$ cat src/design/fnvhm_pkg.sv
// Package for the FNV-1a chained hash map unit.
// Types, constants and byte-count helpers shared by the design files but fnvhm_ram.
package fnvhm_pkg;
    localparam int BUCKETS = 64;
    localparam int ENTRIES = 64;
    localparam int BW = $clog2(BUCKETS);
    localparam int EW = $clog2(ENTRIES);
    localparam int PW = EW + 1;
    localparam logic [31:0] FNV_BASIS = 32'd2166136261;
    localparam logic [31:0] FNV_PRIME = 32'd16777619;
    localparam logic [PW-1:0] NIL_SLOT = PW'(ENTRIES);
    localparam int QDEPTH = 2;

    typedef enum logic [1:0] {
        OP_LOOKUP = 2'd0, OP_UPDATE = 2'd1, OP_DELETE = 2'd2, OP_CLEAR = 2'd3
    } t_op;

    typedef enum logic [1:0] {
        ST_OK = 2'd0, ST_NOT_FOUND = 2'd1, ST_FULL = 2'd2, ST_DISABLED = 2'd3
    } t_status;

    localparam logic [1:0] REG_ENABLE = 2'd0;
    localparam logic [1:0] REG_KEY_BYTES = 2'd1;
    localparam logic [1:0] REG_VAL_BYTES = 2'd2;
    localparam logic [1:0] REG_ENTRY_LIMIT = 2'd3;

    // Classified request handed from front to back.
    typedef struct packed {
        t_op         op;
        logic        enabled;
        logic [BW-1:0] bucket;
        logic [63:0] key;
        logic [63:0] kmask;
        logic [63:0] value;
        logic [63:0] vmask;
        logic [6:0]  limit;
    } t_req;

    function automatic logic [3:0] clamp_bytes(input logic [3:0] n);
        logic [3:0] r;
        r = n;
        if (n == 4'd0) r = 4'd1;
        else if (n > 4'd8) r = 4'd8;
        return r;
    endfunction

    function automatic logic [63:0] byte_mask(input logic [3:0] n);
        logic [63:0] m;
        for (int i = 0; i < 8; i++) m[8*i +: 8] = (4'(i) < n) ? 8'hFF : 8'h00;
        return m;
    endfunction
endpackage

$ cat src/design/fnvhm_queue.sv
// Short request queue between front and back end.
// Depends on fnvhm_pkg.
module fnvhm_queue import fnvhm_pkg::*; (
    input  logic i_clk,
    input  logic i_rst_n,
    input  logic i_valid,
    output logic o_ready,
    input  t_req i_req,
    output logic o_valid,
    input  logic i_ready,
    output t_req o_req
);
    t_req r_q [QDEPTH];
    logic r_wp, r_rp;
    logic [1:0] r_cnt;
    logic w_push, w_pop;

    assign o_ready = r_cnt != 2'(QDEPTH);
    assign o_valid = r_cnt != 2'd0;
    assign o_req   = r_q[r_rp];
    assign w_push  = i_valid && o_ready;
    assign w_pop   = o_valid && i_ready;

    always_ff @(posedge i_clk) begin
        if (!i_rst_n) begin
            r_wp <= 1'b0; r_rp <= 1'b0; r_cnt <= 2'd0;
        end else begin
            if (w_push) r_wp <= !r_wp;
            if (w_pop) r_rp <= !r_rp;
            r_cnt <= r_cnt + {1'b0, w_push} - {1'b0, w_pop};
        end
        if (w_push) r_q[r_wp] <= i_req;
    end

`ifndef SYNTH
    a_cnt: assert property (@(posedge i_clk) disable iff (!i_rst_n)
        r_cnt <= 2'(QDEPTH)) else $error("queue count overrun");
    a_ptr: assert property (@(posedge i_clk) disable iff (!i_rst_n)
        (r_cnt == 2'd0 || r_cnt == 2'(QDEPTH)) |-> r_wp == r_rp) else $error("pointer skew");
    a_full: assert property (@(posedge i_clk) disable iff (!i_rst_n)
        r_cnt == 2'(QDEPTH) && !w_pop |=> !o_ready) else $error("queue full lost");
`endif
endmodule

$ cat config.mk
export PLATFORM = sky130hd
export DESIGN_NAME = fnvhm_queue
export DESIGN_NICKNAME = d
export VERILOG_FILES = /design/src/design/fnvhm_pkg.sv /design/src/design/fnvhm_queue.sv
export SDC_FILE = /design/constraint.sdc
export NUM_CORES = 1
export LEC_CHECK = 0
export BUFFER_PORTS_ARGS = -buffer_cell sky130_fd_sc_hd__buf_2
export CAP_MARGIN = 20
export CELL_PAD_IN_SITES_DETAIL_PLACEMENT = 0
export CELL_PAD_IN_SITES_GLOBAL_PLACEMENT = 1
export CORE_ASPECT_RATIO = 0.9
export CORE_UTILIZATION = 44
export DETAILED_ROUTE_END_ITERATION = 10
export PLACE_DENSITY = 0.8
export SYNTH_ARGS = -nofsm -noshare
export SYNTH_HDL_FRONTEND = slang
export SYNTH_SLANG_ARGS = --single-unit
$ cat constraint.sdc
create_clock -name i_clk -period 11.2 [get_ports i_clk]
set_input_delay 1.68 -clock i_clk [delete_from_list [all_inputs] [get_ports i_clk]]
set_output_delay 1.68 -clock i_clk [all_outputs]
set_load 0.01 [all_outputs]
==> run summary <==
result of the run = completed
number of I/O pins = 550
register cell area after layout = 0.0164 sq mm
Total Wirelength = 43.0 mm
input/output buffers = 549
synthesized area = 0.0202 sq mm
FF-to-FF path depth = 4
CTS resizes = 0
post-route ant nets = 0
worst min-delay path endpoint = r_rp
top-area cell type share of the netlist area = 80.9%
Yosys top cell by area = edfxtp_1
TritonCTS clock tree = built
final setup vio count = 0
First-pass DRT Iterations = 5
crit path time final = 4.78 ns
worst-case vdd ir drop = 0.135 mV
Final Cycle Share = 42.7%
fmax = 209 MHz
worst path cell trace = buf_4 > mux2_2 > buf_2
GRT Total Usage = 17.4%
DRT iter0 DRCs = 574
multi-input logic area = 0.00352 sq mm
sequential share of the synthesized area = 81.4%
initial antenna violation count = 13
R2R Setup Slk = 8.32 ns
top cells by count, synth = edfxtp_1, mux2_2, mux2_4
Overflow after GRT = 0
synthesized instance count = 876
# fillers = 3,563
CTS Sinks = 549
die height = 205 um
number of CTS-inserted buffers = 53
HPWL after DPL = 29.0 mm
vias per cell = 4.89
first-pass GRT wire length = 61.2 mm
PD cells = 213 mW/mm^2
num rows = 74
top-count cell post-synth = edfxtp_1
GPL Wtd Cong = 0.794
DRC = 0
vias in the first global route = 10,500
Layout area overhead = 25.3%
worst-path cell with the longest stage delay = dfxtp_4
Vias = 10,300
hold_sp = r_rp
Max Slew Vio Count = 0
Core Area = 0.0454 sq mm
final hold vios = 0
Worst setup SP type = register
Max Clock Skew = 0.0160 ns
chip width = 228 um
Max-Cap Viols = 0
Worst-path clk slew = 0.06 ns
DIE AREA = 0.0468 sq mm
cts hold-fix bufs = 0
Cell Area, Placed = 0.0236 sq mm
worst-skew pair later-pin latency = 0.57 ns
layout cells sized above 1 = 60.7%
CP Capture Type = output pin
Post-synth EDFFs = 544
dpl cells = 2,009
setup bufs post-CTS = 0
CP top delay family = buffers and inverters
nets@finish = 1,734
Initial Utilization = 44.5%
crit-path max FO = 58
slew margin rel. = 21.4%
Final Non-Filler Cells = 2,117
Hold Crit Class = reg -> reg
ys async rst share = 0%
Worst Path Buf+Inv = 2
Hold Path Stages = 2
setup tns final = 0 ns
Avg Cell Area, Syn = 23.1 sq um
CP Data Arrival Time = 3.10 ns
classification of the worst setup path = reg -> out
r2r endpoint = r_q[0][225]
Synth warnings = 0
leakage power = 9.50 nW
clk buf depth = 3
Crit. path cell count = 3
Yosys cell types = 26
CP peak stage delay = 0.90 ns
RSZ-0062 raised after global routing = no
Post-Syn Nets = 1,153
Area contributors post-synth = edfxtp_1, mux2_2, mux2_4, buf_6, dfxtp_1
Clk Tree Root Cell = clkbuf_16
flip-flop and latch count after synthesis = 549
Final Cell Area = 0.0253 sq mm
Top FF cell, synth = edfxtp_1
routed length per instance = 20.3 um
pin count of the biggest net entering global routing = 160
Worst EP required = 9.52 ns
final hold slack = 0.508 ns
H-tree depth = 2
Reg-to-Reg Start = r_cnt[0]
worst-margin pin slew = 1.18 ns
## where the power goes
| group | leakage, nW | internal [mW] | total (mW) | switching, mW |
|---|---|---|---|---|
| Combinational | 3.55 | 0.518 | 1.07 | 0.554 |
| Clock | 0.825 | 1.00 | 1.74 | 0.735 |
| Sequential | 5.13 | 2.50 | 2.57 | 0.0735 |
## state kept, by name, indices dropped and copies added (netlist names), named ones only
name and flops:
r_q 544, r_wp 1, r_rp 1, r_cnt 2
## worst max-delay path by stage
stage | startpoint | endpoint
floorplan | i_valid | r_q[1][0]
global placement | i_valid | r_q[0][134]
detailed placement | i_valid | r_q[0][182]
CTS | register | o_req[0]
global route | register | o_req[0]
finish | register | o_req[0]
## area by class of cell
type | count | share of cell area, %
clock inverters | 30 | 1.07
well taps | 608 | 3.01
inverters | 2 | 0.0593
diodes | 8 | 0.0791
repair buffers | 556 | 11.2
clock buffers | 69 | 5.68
flip-flops and latches | 549 | 65.0
multi-input cells | 295 | 13.9
## placed cells by master (no fill, tap or decap), drive strengths merged
cell type / netlist / routed
nor2: 4 / 4
ha: 1 / 1
xor2: 1 / 1
nor4bb: 1 / 1
clkbuf: 0 / 69
and2: 1 / 1
nand3b: 1 / 1
nand3: 1 / 1
dfxtp: 5 / 5
bufinv: 0 / 4
a21oi: 1 / 1
nor4: 1 / 1
o31a: 1 / 1
o21ai: 2 / 2
or2: 1 / 1
and3: 2 / 2
buf: 30 / 556
diode: 0 / 8
clkinvlp: 0 / 4
nor2b: 1 / 1
a21bo: 1 / 1
nor3: 1 / 1
mux2: 272 / 272
o21ba: 1 / 1
inv: 2 / 5
edfxtp: 544 / 544
nand2b: 1 / 1
clkinv: 0 / 19
## per-layer routing
metal  share of wire (%)  up-vias  global-route usage, %
met5                0.15        -                      0
met1                  38     5158                   20.3
li1                    -     4694                      -
met2                  52      417                   29.8
met4                 2.4       10                   6.52
met3                 8.1       69                   6.00
## metrics by stage
step	power [mW]	setup slack [ns]	util (%)
after detailed placement	3.70	6.89	51.9
after CTS	5.44	6.39	55.7
final	5.38	6.42	55.8
after global placement	3.68	6.93	51.9
after floorplan	3.33	2.61	-
after global routing	5.58	6.27	55.8
## worst reg2reg max path, cell delays in order (launching register included)
cell	delay, ns
dfxtp_1	0.42
nand2b_1	0.21
nand3b_1	0.24
inv_8	0.72
buf_4	0.81
## kinds of logic after synthesis
group,after synthesis,synth area share (%)
compound gates,6,0.217
xor+xnor,1,0.0434
flops,549,81.4
simple gates,15,0.428
buf+inv,32,1.20
mux,272,16.7
fa+ha+maj,1,0.0620
No activity file was read; power rests on OpenSTA's default activity.
