File: config.mk
export PLATFORM = sky130hd
export DESIGN_NAME = fnvhm_front
export DESIGN_NICKNAME = d
export VERILOG_FILES = /design/src/design/fnvhm_pkg.sv /design/src/design/fnvhm_front.sv
export SDC_FILE = /design/constraint.sdc
export NUM_CORES = 1
export LEC_CHECK = 0
export ABC_AREA = 1
export BUFFER_PORTS_ARGS = -buffer_cell sky130_fd_sc_hd__buf_2
export CORE_AREA = 2 2 166 168
export CTS_CLUSTER_DIAMETER = 200
export DETAILED_ROUTE_END_ITERATION = 12
export DIE_AREA = 0 0 168 170
export SLEW_MARGIN = 20
export SYNTH_ARGS = -nofsm -noshare
export SYNTH_HDL_FRONTEND = slang
export SYNTH_SLANG_ARGS = --single-unit
export TNS_END_PERCENT = 1
File: constraint.sdc
create_clock -name i_clk -period 10.51 [get_ports i_clk]
set_clock_uncertainty 0.1 [all_clocks]
set_input_delay 2.102 -clock i_clk [delete_from_list [all_inputs] [get_ports i_clk]]
set_output_delay 2.102 -clock i_clk [all_outputs]
set_load 0.005 [all_outputs]
File: src/design/fnvhm_pkg.sv
// Package for the FNV-1a chained hash map unit.
// Types, constants and byte-count helpers shared by the design files but fnvhm_ram.
package fnvhm_pkg;
    localparam int BUCKETS = 64;
    localparam int ENTRIES = 64;
    localparam int BW = $clog2(BUCKETS);
    localparam int EW = $clog2(ENTRIES);
    localparam int PW = EW + 1;
    localparam logic [31:0] FNV_BASIS = 32'd2166136261;
    localparam logic [31:0] FNV_PRIME = 32'd16777619;
    localparam logic [PW-1:0] NIL_SLOT = PW'(ENTRIES);
    localparam int QDEPTH = 2;

    typedef enum logic [1:0] {
        OP_LOOKUP = 2'd0, OP_UPDATE = 2'd1, OP_DELETE = 2'd2, OP_CLEAR = 2'd3
    } t_op;

    typedef enum logic [1:0] {
        ST_OK = 2'd0, ST_NOT_FOUND = 2'd1, ST_FULL = 2'd2, ST_DISABLED = 2'd3
    } t_status;

    localparam logic [1:0] REG_ENABLE = 2'd0;
    localparam logic [1:0] REG_KEY_BYTES = 2'd1;
    localparam logic [1:0] REG_VAL_BYTES = 2'd2;
    localparam logic [1:0] REG_ENTRY_LIMIT = 2'd3;

    // Classified request handed from front to back.
    typedef struct packed {
        t_op         op;
        logic        enabled;
        logic [BW-1:0] bucket;
        logic [63:0] key;
        logic [63:0] kmask;
        logic [63:0] value;
        logic [63:0] vmask;
        logic [6:0]  limit;
    } t_req;

    function automatic logic [3:0] clamp_bytes(input logic [3:0] n);
        logic [3:0] r;
        r = n;
        if (n == 4'd0) r = 4'd1;
        else if (n > 4'd8) r = 4'd8;
        return r;
    endfunction

    function automatic logic [63:0] byte_mask(input logic [3:0] n);
        logic [63:0] m;
        for (int i = 0; i < 8; i++) m[8*i +: 8] = (4'(i) < n) ? 8'hFF : 8'h00;
        return m;
    endfunction
endpackage

File: src/design/fnvhm_front.sv
// Front end: accepts requests, hashes the key one byte a cycle.
// Depends on fnvhm_pkg.
module fnvhm_front import fnvhm_pkg::*; (
    input  logic        i_clk,
    input  logic        i_rst_n,
    input  logic        i_valid,
    output logic        o_ready,
    input  logic [1:0]  i_op,
    input  logic [63:0] i_key,
    input  logic [63:0] i_value,
    input  logic        i_enable,
    input  logic [3:0]  i_key_bytes,
    input  logic [3:0]  i_val_bytes,
    input  logic [6:0]  i_entry_limit,
    output logic        o_valid,
    input  logic        i_ready,
    output t_req        o_req
);
    logic        r_busy, n_busy;
    logic        r_done, n_done;
    logic [3:0]  r_idx, n_idx;
    logic [3:0]  r_nb;
    logic [31:0] r_h, n_h;
    t_req        r_req;
    logic [31:0] w_mix;

    assign o_ready = !r_busy;
    assign o_valid = r_done;
    assign o_req   = '{op: r_req.op, enabled: r_req.enabled, bucket: r_h[BW-1:0],
                       key: r_req.key, kmask: r_req.kmask, value: r_req.value,
                       vmask: r_req.vmask, limit: r_req.limit};
    assign w_mix   = (r_h ^ {24'd0, r_req.key[{r_idx[2:0], 3'b000} +: 8]}) * FNV_PRIME;

    always_comb begin
        n_busy = r_busy; n_done = r_done; n_idx = r_idx; n_h = r_h;
        if (i_valid && o_ready) begin
            n_busy = 1'b1; n_done = 1'b0; n_idx = 4'd0; n_h = FNV_BASIS;
        end else if (r_busy && !r_done) begin
            // Skip hashing where the key is not looked at.
            if (r_req.op == OP_CLEAR || !r_req.enabled || r_idx == r_nb) n_done = 1'b1;
            else begin
                n_h = w_mix; n_idx = r_idx + 4'd1;
            end
        end else if (r_done && i_ready) begin
            n_busy = 1'b0; n_done = 1'b0;
        end
    end

    always_ff @(posedge i_clk) begin
        if (!i_rst_n) begin
            r_busy <= 1'b0; r_done <= 1'b0;
        end else begin
            r_busy <= n_busy; r_done <= n_done;
        end
        r_idx <= n_idx; r_h <= n_h;
        if (i_valid && o_ready) begin
            r_nb          <= clamp_bytes(i_key_bytes);
            r_req.op      <= t_op'(i_op);
            r_req.enabled <= i_enable;
            r_req.bucket  <= '0;
            r_req.key     <= i_key;
            r_req.kmask   <= byte_mask(clamp_bytes(i_key_bytes));
            r_req.value   <= i_value;
            r_req.vmask   <= byte_mask(clamp_bytes(i_val_bytes));
            r_req.limit   <= (i_entry_limit > 7'(ENTRIES)) ? 7'(ENTRIES) : i_entry_limit;
        end
    end

`ifndef SYNTH
    a_done_busy: assert property (@(posedge i_clk) disable iff (!i_rst_n)
        r_done |-> r_busy) else $error("done without busy");
    a_idx_bound: assert property (@(posedge i_clk) disable iff (!i_rst_n)
        r_busy |-> r_idx <= 4'd8) else $error("hash index overrun");
    a_hold: assert property (@(posedge i_clk) disable iff (!i_rst_n)
        r_done && !i_ready |=> r_done) else $error("request dropped");
`endif
endmodule

==> results of run 1 <==
## flip-flops by register name (all words and copies together), names as in the netlist
| register | flops |
|---|---|
| o_req | 154 |
| o_valid | 1 |
| r_busy | 1 |
| r_h | 6 |
| r_idx | 4 |
| r_nb | 3 |
## per-stage QoR
| step | cell area, um2 | worst slack [ps] | util |
|---|---|---|---|
| floorplan | 7250 | 4540 | - |
| global placement | 8860 | 5990 | 0.332 |
| detailed placement | 8860 | 5920 | 0.332 |
| CTS | 9460 | 6390 | 0.355 |
| global route | 9460 | 6060 | 0.355 |
| finish | 9460 | 6390 | 0.355 |
## worst min-delay path: cells and delay by family, from the launching register on
kind,cells,cell delay (ps)
AO/OA/AOI/OAI,1,60
flip-flops,1,330
buffers and inverters,1,80
## kinds of logic after synthesis
| logic type | after synthesis |
|---|---|
| AOI/OAI and AO/OA | 47 |
| xor gates and xnor gates | 9 |
| buffers and inverters | 179 |
| other | 1 |
| DFF | 169 |
| and+or+nand+nor | 136 |
| adders and majority gates | 11 |
## cell usage in the layout, fill, tap and decap left out
cell,instances
a21oi_1,7
buf_2,423
buf_4,2
clkbuf_1,1
clkbuf_16,17
clkinv_4,1
clkinv_8,6
conb_1,2
dfxtp_1,12
edfxtp_1,157
fa_1,1
ha_1,10
inv_1,49
inv_2,4
inv_6,5
inv_8,3
nand2_1,52
nand2_2,11
nand3_1,21
nand3_2,9
nand3b_1,1
nand4_1,2
nor2_1,36
nor2_2,1
nor2_4,1
nor3_1,1
o211ai_1,1
o21a_1,1
o21ai_0,25
o21ai_1,5
o21ai_2,1
o221ai_1,3
o22ai_1,3
o31ai_1,1
or2_2,1
xnor2_1,7
xor2_1,2
## where the power goes
| part | internal (mW) | switching, mW |
|---|---|---|
| sequential | 0.793 | 0.0341 |
| clock | 0.323 | 0.315 |
| combinational | 0.134 | 0.181 |
| total | 1.25 | 0.531 |
## cell usage after synthesis (all sizes together)
| cell type | count |
|---|---|
| dfxtp | 12 |
| nand4 | 2 |
| xor2 | 2 |
| edfxtp | 157 |
| nor2 | 38 |
| nand3b | 1 |
| inv | 54 |
| o211ai | 1 |
| clkbuf | 4 |
| buf | 121 |
| o21a | 1 |
| o31ai | 1 |
| fa | 1 |
| xnor2 | 7 |
| o22ai | 3 |
| conb | 1 |
| o21ai | 31 |
| ha | 10 |
| nand3 | 30 |
| nand2 | 63 |
| or2 | 1 |
| a21oi | 7 |
| o221ai | 3 |
| nor3 | 1 |
## how the worst min path moves through the flow
stage	startpoint	end	slack, ps	depth (start not counted)
after floorplan	r_h[1]	r_h[1]	370	2
after global placement	o_valid	o_valid	390	2
after detailed placement	r_h[1]	r_h[1]	400	2
after CTS	r_h[1]	r_h[1]	420	2
after global routing	r_h[1]	r_h[1]	470	2
final	r_h[1]	r_h[1]	410	2
## layout make-up
class	instances	area (um2)	share of cell area
multi-input cells	205	1140	0.120
clock buffers	18	429	0.0454
inverters	54	208	0.0220
flip-flops and latches	169	4950	0.524
well taps	341	427	0.0451
clock inverters	14	175	0.0185
repair buffers	425	2130	0.225
## layer usage
layer / vias to the layer above / wire length, um / global-route usage
li1: 2399 / - / -
met2: 191 / 10600 / 0.238
met5: - / 13 / 0
met1: 2322 / 8480 / 0.169
met4: 2 / 348 / 0.0465
met3: 21 / 1400 / 0.0465
==> reports/qor.yml, run 1 <==
synth_cell_types: 35
vias_per_cell: 4.03
clk_pin_slew_ps: 80
cp.arrival_ps: 4330
critical_path.max_stage_delay_ps: 560
ys_seq_area_frac: 0.684
timing.hold.ws_ps: 406
peakVddDrop_mv: 0.0759
r2r_cells: 21
numCtsBuffers: 17
clk_path_buf_depth: 2
synth-compound-area-share: 0.0361
antenna_found_initial: 1
syn-cell-area_um2: 7250
die_area_um2: 28600
rows: 60
avgSynthCellArea_um2: 13.1
synth_top_cell_area_share: 0.651
gp_congestion: 0.785
cts_setup_buffers: 0
crit_end: "r_h[5]"
crit_family: "adder cells"
yosysTopAreaCell: "edfxtp_1"
regToRegEndpoint: "r_h[5]"
yosys_register_bits: 169
layout.nets: 1033
r2r_slack_ps: 6390
cp_common_cell: "nand2_1"
fin_cells: 1226
worst_pin_slew_ps: 981
num_vias: 4935
required_ps: 10720
clkLatencyLatePin_ps: 440
initial_utilization: 0.272
avgRoutedWirePerCell_um: 17.0
rsz0062_at_grt: "no"
io_buffer_count: 423
grt_pass1_wl_um: 29600
synthTopCellsByArea: "edfxtp_1, buf_4, dfxtp_1"
htree_levels: 4
grt_max_degree: 105
firstDrtPassIters: 5
fill_cells: 2647
crit_path_start_kind: "flop"
rr_startpoint: "r_idx[0]"
finalPower_mw: 1.78
slew_violations: 0
synthXorXnorAreaFrac: 0.0109
cp-end-kind: "flop"
fin_crit_sh: 0.392
detail-route-antenna-nets: 0
wl_um: 20800
cts_resized: 0
status: "complete, no violations"
fmax_mhz: 243
hpwlAfterDp_um: 16300
yosys_warnings: 0
grt_overflow: 0
power_density_nw_per_um2: 188
total_leakage_power_nw: 4.28
relSlewSlack: 0.346
die_h_um: 170
place_inst: 1194
critPathMaxFanout: 24
crit_chain: "buf_4 > inv_2 > o21ai_0 > o22ai_1 > o21ai_0 > xnor2_1 > ha_1 > ha_1 > ha_1 > inv_1 > fa_1 > inv_1 > nand2_1 > nand2_2 > nand2_1 > nand2_1 > nand2_1 > nand3_1 > nand3_1 > nand2_1 > inv_1"
cp_slowest_cell: "dfxtp_1"
n_antenna_cell: 0
hold_viol: 0
synth_top_family_by_area: "buffers and inverters"
cts_root_buffer: "clkbuf_16"
netlist_instances: 552
yosys.area_share.simple: 0.0887
synthMuxAreaShare: 0
ios: 424
tns_ps: 0
drive_gt1_frac: 0.548
setup_viol: 0
synth_fa_ha_area_frac: 0.0200
grt_pass1_vias: 4981
min_period_ps: 4120
drc: 0
worst-path-stages: 21
cts.sinks: 169
cts_tree: "yes"
path_class: "flop to flop"
crit_start: "r_idx[0]"
path_buf_inv: 5
drt_iter0_drc: 262
coreArea_um2: 26700
layout-area-overhead-vs-synth_pct: 30.6
maxCapViolCount: 0
die_w_um: 168
hold_buffers: 0
track_usage: 0.141
hp-class: "flop to flop"
(Power assumes the default switching activity.)
==> inputs of run 2 (changes only) <==
--- a/config.mk
+++ b/config.mk
@@ -5,12 +5,12 @@
 export SDC_FILE = /design/constraint.sdc
 export NUM_CORES = 1
 export LEC_CHECK = 0
-export ABC_AREA = 1
+export ABC_AREA = 0
 export BUFFER_PORTS_ARGS = -buffer_cell sky130_fd_sc_hd__buf_2
-export CORE_AREA = 2 2 166 168
+export CORE_AREA = 2 2 164 166
 export CTS_CLUSTER_DIAMETER = 200
 export DETAILED_ROUTE_END_ITERATION = 12
-export DIE_AREA = 0 0 168 170
+export DIE_AREA = 0 0 166 168
 export SLEW_MARGIN = 20
 export SYNTH_ARGS = -nofsm -noshare
 export SYNTH_HDL_FRONTEND = slang
==> constraint.sdc (replaced) <==
create_clock -name i_clk -period 4.1 [get_ports i_clk]
set_clock_uncertainty 0.1 [all_clocks]
set_input_delay 0.82 -clock i_clk [delete_from_list [all_inputs] [get_ports i_clk]]
set_output_delay 0.82 -clock i_clk [all_outputs]
set_load 0.005 [all_outputs]
==> reports/qor.yml, run 2 <==
largest_reg_flops: 154  # unchanged
async_flop_share: 0  # unchanged
crit_chain: "mux4_2 > mux2i_1 > xnor2_1 > ha_1 > ha_1 > ha_1 > inv_1 > fa_1 > xnor3_1 > xnor2_1 > xnor2_1 > xnor3_1 > a21oi_1"  # was buf_4 > inv_2 > o21ai_0 > o22ai_1 > o21ai_0 > xnor2_1 > ha_1 > ha_1 > ha_1 > inv_1 > fa_1 > inv_1 > nand2_1 > nand2_2 > nand2_1 > nand2_1 > nand2_1 > nand3_1 > nand3_1 > nand2_1 > inv_1
netlist_instances: 403  # was 552
fin_crit_sh: 0.927  # was 0.392
peakVddDrop_mv: 0.249  # was 0.0759 mV
clk_path_buf_depth: 2  # unchanged
synth_top_cell_area_share: 0.685  # was 0.651
required_ps: 4340  # was 10720 ps
path_class: "flop to flop"  # unchanged
yosysMostFrequentCell: "edfxtp_1"  # unchanged
coreArea_um2: 26400  # was 26700 um2
ios: 424  # unchanged
synth_edf_count: 157  # unchanged
grt_pass1_vias: 4098  # was 4981
hpwlAfterDp_um: 13700  # was 16300 um
numCtsBuffers: 17  # unchanged
antenna_found_initial: 4  # was 1
drive_gt1_frac: 0.643  # was 0.548
hold_buffers: 0  # unchanged
yosys_warnings: 0  # unchanged
tns_ps: 0  # unchanged
power_density_nw_per_um2: 471  # was 188 nW/um2
synthTopCellsByArea: "edfxtp_1, buf_4, dfxtp_1"  # unchanged
crit_family: "adder cells"  # unchanged
layout_common_cells: "buf_2, edfxtp_1, clkbuf_16"  # was buf_2, edfxtp_1, nand2_1
cp.arrival_ps: 4050  # was 4330 ps
layout.nets: 894  # was 1033
grt_pass1_wl_um: 24800  # was 29600 um
yosys_register_bits: 169  # unchanged
layout-area-overhead-vs-synth_pct: 33.8  # was 30.6%
fmax_mhz: 263  # was 243 MHz
cts_resized: 1  # was 0
detail-route-antenna-nets: 0  # unchanged
ys_top_cells_by_count: "edfxtp_1, buf_4, mux2i_1"  # was edfxtp_1, buf_4, nand2_1
clkLatencyLatePin_ps: 420  # was 440 ps
num_vias: 4277  # was 4935
internal-power_mw: 3.19  # was 1.25 mW
slew_violations: 0  # unchanged
dp_slack_ps: 2.59  # was 5920 ps
total_leakage_power_nw: 3.93  # was 4.28 nW
critPathMaxFanout: 6  # was 24
status: "complete, no violations"  # unchanged
ys_seq_area_frac: 0.719  # was 0.684
avgSynthCellArea_um2: 17.1  # was 13.1 um2
die_h_um: 168  # was 170 um
drt_iter0_drc: 152  # was 262
cts_tree: "yes"  # unchanged
rsz0062_at_grt: "no"  # unchanged
die_area_um2: 27900  # was 28600 um2
firstDrtPassIters: 4  # was 5
cp_slowest_cell: "mux4_2"  # was dfxtp_1
cts.sinks: 169  # unchanged
wl_um: 17700  # was 20800 um
swShare: 0.265  # was 0.298
synth_flop_cell: "edfxtp_1"  # unchanged
critical_path.max_stage_delay_ps: 520  # was 560 ps
gp_congestion: 0.753  # was 0.785
grt_overflow: 0  # unchanged
fin_cells: 1088  # was 1226
syn-cell-area_um2: 6890  # was 7250 um2
fin_ws_ps: 299  # was 6390 ps
cts_setup_buffers: 0  # unchanged
io_buffer_count: 423  # unchanged
cts_root_buffer: "clkbuf_16"  # unchanged
relSlewSlack: 0.375  # was 0.346
combPwrFrac: 0.159  # was 0.177
htree_levels: 4  # unchanged
yosysTopAreaCell: "edfxtp_1"  # unchanged
hp-class: "flop to flop"  # unchanged
worst_pin_slew_ps: 934  # was 981 ps
clk_pin_slew_ps: 70  # was 80 ps
drc: 0  # unchanged
fill_cells: 2559  # was 2647
min_period_ps: 3800  # was 4120 ps
die_w_um: 166  # was 168 um
setup_viol: 0  # unchanged
avgRoutedWirePerCell_um: 16.2  # was 17.0 um
crit_path_start_kind: "flop"  # unchanged
synth_cell_types: 35  # unchanged
vias_per_cell: 3.93  # was 4.03
grt_max_degree: 70  # was 105
initial_utilization: 0.261  # was 0.272
place_inst: 1055  # was 1194
seq_power_share: 0.477  # was 0.464
cp-end-kind: "flop"  # unchanged
hold_viol: 0  # unchanged
clkPwrFrac: 0.364  # was 0.359
rows: 60  # unchanged
maxCapViolCount: 0  # unchanged
path_buf_inv: 1  # was 5
layout_commonest_cell: "buf_2"  # unchanged
track_usage: 0.120  # was 0.141
p_sw_mw: 1.15  # was 531 uW
==> run 2: cell count changes in the layout (fill, tap and decap cells not counted), moves of 9 or more <==
cell,previous run,this run
inv_1,49,5
mux2i_1,0,14
mux4_2,0,10
nand2_1,52,6
nand2_2,11,0
nand3_1,21,2
nand3_2,9,0
nor2_1,36,6
o21ai_0,25,7
==> run 2: final timing paths <==
check / startpoint / to / slack [ps] / depth (start not counted)
max: r_idx[0] / r_h[5] / 300 / 13
min: r_busy / r_busy / 400 / 1
max reg2reg: r_idx[0] / r_h[5] / 300 / 13
min reg2reg: r_busy / r_busy / 400 / 1
==> run 2: logic make-up (layout without fill, tap and decap cells) <==
family / count (synthesis) / after routing / share of synthesized area
compound gates: 20 / 20 / 0.0184
xor+xnor: 18 / 18 / 0.0280
fa+ha+maj: 11 / 11 / 0.0211
buf+inv: 127 / 469 / 0.133
flops: 169 / 169 / 0.719
mux: 24 / 24 / 0.0531
other cells: 1 / 3 / 0.000545
simple gates: 33 / 33 / 0.0265
==> run 2: final cells by class <==
type                       instances  area (um2)  share of cell area
clock buffer                      18         429              0.0466
antenna                            1        2.50            0.000272
timing repair buffer             431        2200               0.239
sequential                       169        4960               0.538
multi-input combinational        108        1020               0.111
tap                              341         427              0.0463
inverter                           6        27.5             0.00299
clock inverter                    14         148              0.0160
==> run 2: worst register-to-register path, delay by kind of cell, from the launching register on <==
kind,cells,cell delay [ps]
buffers and inverters,1,60
AOI/OAI and AO/OA,1,150
muxes,2,770
xor gates and xnor gates,5,970
DFF,1,430
adders and majority gates,4,1270
==> run 2: per-layer routing <==
layer	vias to the layer above	share of wire	track usage
met4	8	0.010	0.0321
met1	1993	0.38	0.129
met3	16	0.094	0.0536
met2	248	0.51	0.215
met5	-	0.0031	0
li1	2012	-	-
==> run 2: power by group through the flow <==
stage / Combinational, mW / Clock, mW / Sequential, mW
global route: 0.773 / 1.70 / 2.09
CTS: 0.708 / 1.64 / 2.08
finish: 0.692 / 1.58 / 2.07
global placement: 0.700 / 0 / 2.11
detailed placement: 0.707 / 0 / 2.11
floorplan: 0.437 / 0 / 2.12
==> run 2: through the flow <==
| step | power [mW] | utilization | hold WS (ps) | cell area (um2) |
|---|---|---|---|---|
| global placement | 2.81 | 0.328 | 380 | 8630 |
| finish | 4.34 | 0.350 | 395 | 9210 |
| floorplan | 2.56 | - | 361 | 6890 |
| detailed placement | 2.82 | 0.328 | 384 | 8630 |
| global route | 4.56 | 0.350 | 437 | 9210 |
| CTS | 4.43 | 0.349 | 395 | 9210 |
==> inputs of run 3 (changes only) <==
--- a/config.mk
+++ b/config.mk
@@ -6,11 +6,11 @@
 export NUM_CORES = 1
 export LEC_CHECK = 0
 export ABC_AREA = 0
-export BUFFER_PORTS_ARGS = -buffer_cell sky130_fd_sc_hd__buf_2
-export CORE_AREA = 2 2 164 166
+export CORE_AREA = 2 2 166 168
 export CTS_CLUSTER_DIAMETER = 200
 export DETAILED_ROUTE_END_ITERATION = 12
-export DIE_AREA = 0 0 166 168
+export DIE_AREA = 0 0 168 170
+export DONT_BUFFER_PORTS = 1
 export SLEW_MARGIN = 20
 export SYNTH_ARGS = -nofsm -noshare
 export SYNTH_HDL_FRONTEND = slang
==> reports/qor.yml, run 3 (same netlist as run 2, synthesis figures left out) <==
coreArea_um2: 26700  # was 26400 um2
num_vias: 2818  # was 4277
rows: 60  # unchanged
cts_setup_buffers: 0  # unchanged
slew_violations: 0  # unchanged
clkPwrFrac: 0.380  # was 0.364
clk_path_buf_depth: 2  # unchanged
fmax_mhz: 257  # was 263 MHz
layout-area-overhead-vs-synth_pct: 4.60  # was 33.8%
hpwlAfterDp_um: 12300  # was 13700 um
antenna_found_initial: 5  # was 4
numCtsBuffers: 17  # unchanged
cp-end-kind: "flop"  # unchanged
die_area_um2: 28600  # was 27900 um2
io_buffer_count: 0  # was 423
crit_path_start_kind: "flop"  # unchanged
detail-route-antenna-nets: 0  # unchanged
grt_overflow: 0  # unchanged
wl_um: 16300  # was 17700 um
layout.nets: 480  # was 894
grt_pass1_vias: 3095  # was 4098
met3_wirelength_um: 1820  # was 1670 um
n_antenna_cell: 0  # was 1
combPwrFrac: 0.118  # was 0.159
avgRoutedWirePerCell_um: 24.3  # was 16.2 um
drive_gt1_frac: 0.205  # was 0.643
gp_congestion: 0.708  # was 0.753
seq_power_share: 0.502  # was 0.477
required_ps: 4350  # was 4340 ps
maxCapViolCount: 0  # unchanged
vias_per_cell: 4.19  # was 3.93
hold_viol: 0  # unchanged
status: "complete, no violations"  # unchanged
largest_reg_flops: 154  # unchanged
die_w_um: 168  # was 166 um
setup_viol: 0  # unchanged
track_usage: 0.110  # was 0.120
peakVddDrop_mv: 0.253  # was 0.249 mV
cp.arrival_ps: 4130  # was 4050 ps
worst_pin_slew_ps: 952  # was 934 ps
hp-class: "input pin to flop"  # was flop to flop
die_h_um: 170  # was 168 um
htree_levels: 4  # unchanged
rsz0062_at_grt: "no"  # unchanged
cts.sinks: 169  # unchanged
total_leakage_power_nw: 2.36  # was 3.93 nW
internal-power_mw: 3.10  # was 3.19 mW
r2r_slack_ps: 220  # was 300 ps
layout_commonest_cell: "edfxtp_1"  # was buf_2
layout_common_cells: "edfxtp_1, clkbuf_16, buf_4"  # was buf_2, edfxtp_1, clkbuf_16
fin_crit_sh: 0.947  # was 0.927
initial_utilization: 0.258  # was 0.261
ios: 424  # unchanged
clk_pin_slew_ps: 80  # was 70 ps
power_density_nw_per_um2: 590  # was 471 nW/um2
swShare: 0.270  # was 0.265
p_sw_mw: 1.15  # about the same
drt_iter0_drc: 186  # was 152
grt_pass1_wl_um: 21900  # was 24800 um
met2_length_um: 9110  # was 8970 um
final_core_util: 0.270  # was 0.350
min_period_ps: 3880  # was 3800 ps
dr.max_layer_used: "met5"  # unchanged
firstDrtPassIters: 6  # was 4
drc: 0  # unchanged
cts_root_buffer: "clkbuf_16"  # unchanged
clkLatencyLatePin_ps: 430  # was 420 ps
grt_max_degree: 89  # was 70
wl_met1_um: 5240  # was 6770 um
tns_ps: 0  # unchanged
relSlewSlack: 0.363  # was 0.375
critPathMaxFanout: 5  # was 6
path_class: "flop to flop"  # unchanged
cts_tree: "yes"  # unchanged
[run 3: cell count changes in the layout (fill, tap and decap cells not counted), moves of 2 or more]
cell,previous run,this run
inv_6,5,3
buf_4,6,14
buf_2,423,0
inv_8,5,3
clkinv_8,2,5
[run 3: metrics by stage]
stage | instance area, um2 | hold WS (ps) | std cells | power [mW] | setup WS, ps
6_report | 7200 | 382 | 673 | 4.25 | 215
3_3_place_gp | 6590 | 379 | 641 | 2.64 | 274
3_5_place_dp | 6590 | 397 | 641 | 2.67 | 148
4_1_cts | 7200 | 360 | 673 | 4.33 | 116
5_1_grt | 7200 | 354 | 673 | 4.45 | 26.4
2_1_floorplan | 6890 | 361 | 404 | 2.56 | 241
[run 3: cell type report]
class | instances | area [um2]
well taps | 341 | 427
repair buffers | 17 | 165
clock buffers | 17 | 425
multi-input cells | 108 | 1020
flip-flops and latches | 169 | 4960
clock inverters | 15 | 179
inverters | 6 | 27.5
fillers | 2607 | 19400
[run 3: per-layer routing]
metal | GRT usage | up-vias
met4 | 0.0284 | 6
met1 | 0.101 | 1379
met3 | 0.0607 | 12
met5 | 0 | -
met2 | 0.210 | 243
li1 | - | 1178
[run 3: power groups by stage]
stage	clock network [mW]	registers (mW)	logic [mW]
2_1_floorplan	0	2.12	0.437
3_3_place_gp	0	2.18	0.463
3_5_place_dp	0	2.18	0.496
4_1_cts	1.68	2.14	0.510
5_1_grt	1.74	2.15	0.555
6_report	1.62	2.13	0.501
[run 3: repair_timing]
item	4_1_cts	5_1_grt
endpoints found under the hold margin	0	0
endpoints found under the setup margin	0	1
hold buffers	0	0
gates resized for setup	0	2
[run 3: worst max-delay path: stages (launching register included)]
cell     delay [ps]
dfxtp_2         350
buf_12          120
mux4_2          490
mux2i_1         140
buf_4           140
xnor2_1         190
ha_1            300
ha_1            280
ha_1            280
inv_1            60
fa_1            450
xnor3_1         210
xnor2_1         170
xnor2_1         150
xnor3_1         220
a21oi_1         170
[run 3: worst paths after layout]
check / startpoint / depth (start not counted) / endpoint
min reg2reg: r_busy / 1 / r_busy
max: r_idx[0] / 15 / r_h[5]
min: i_value[59] / 0 / o_req[130]
max reg2reg: r_idx[0] / 15 / r_h[5]
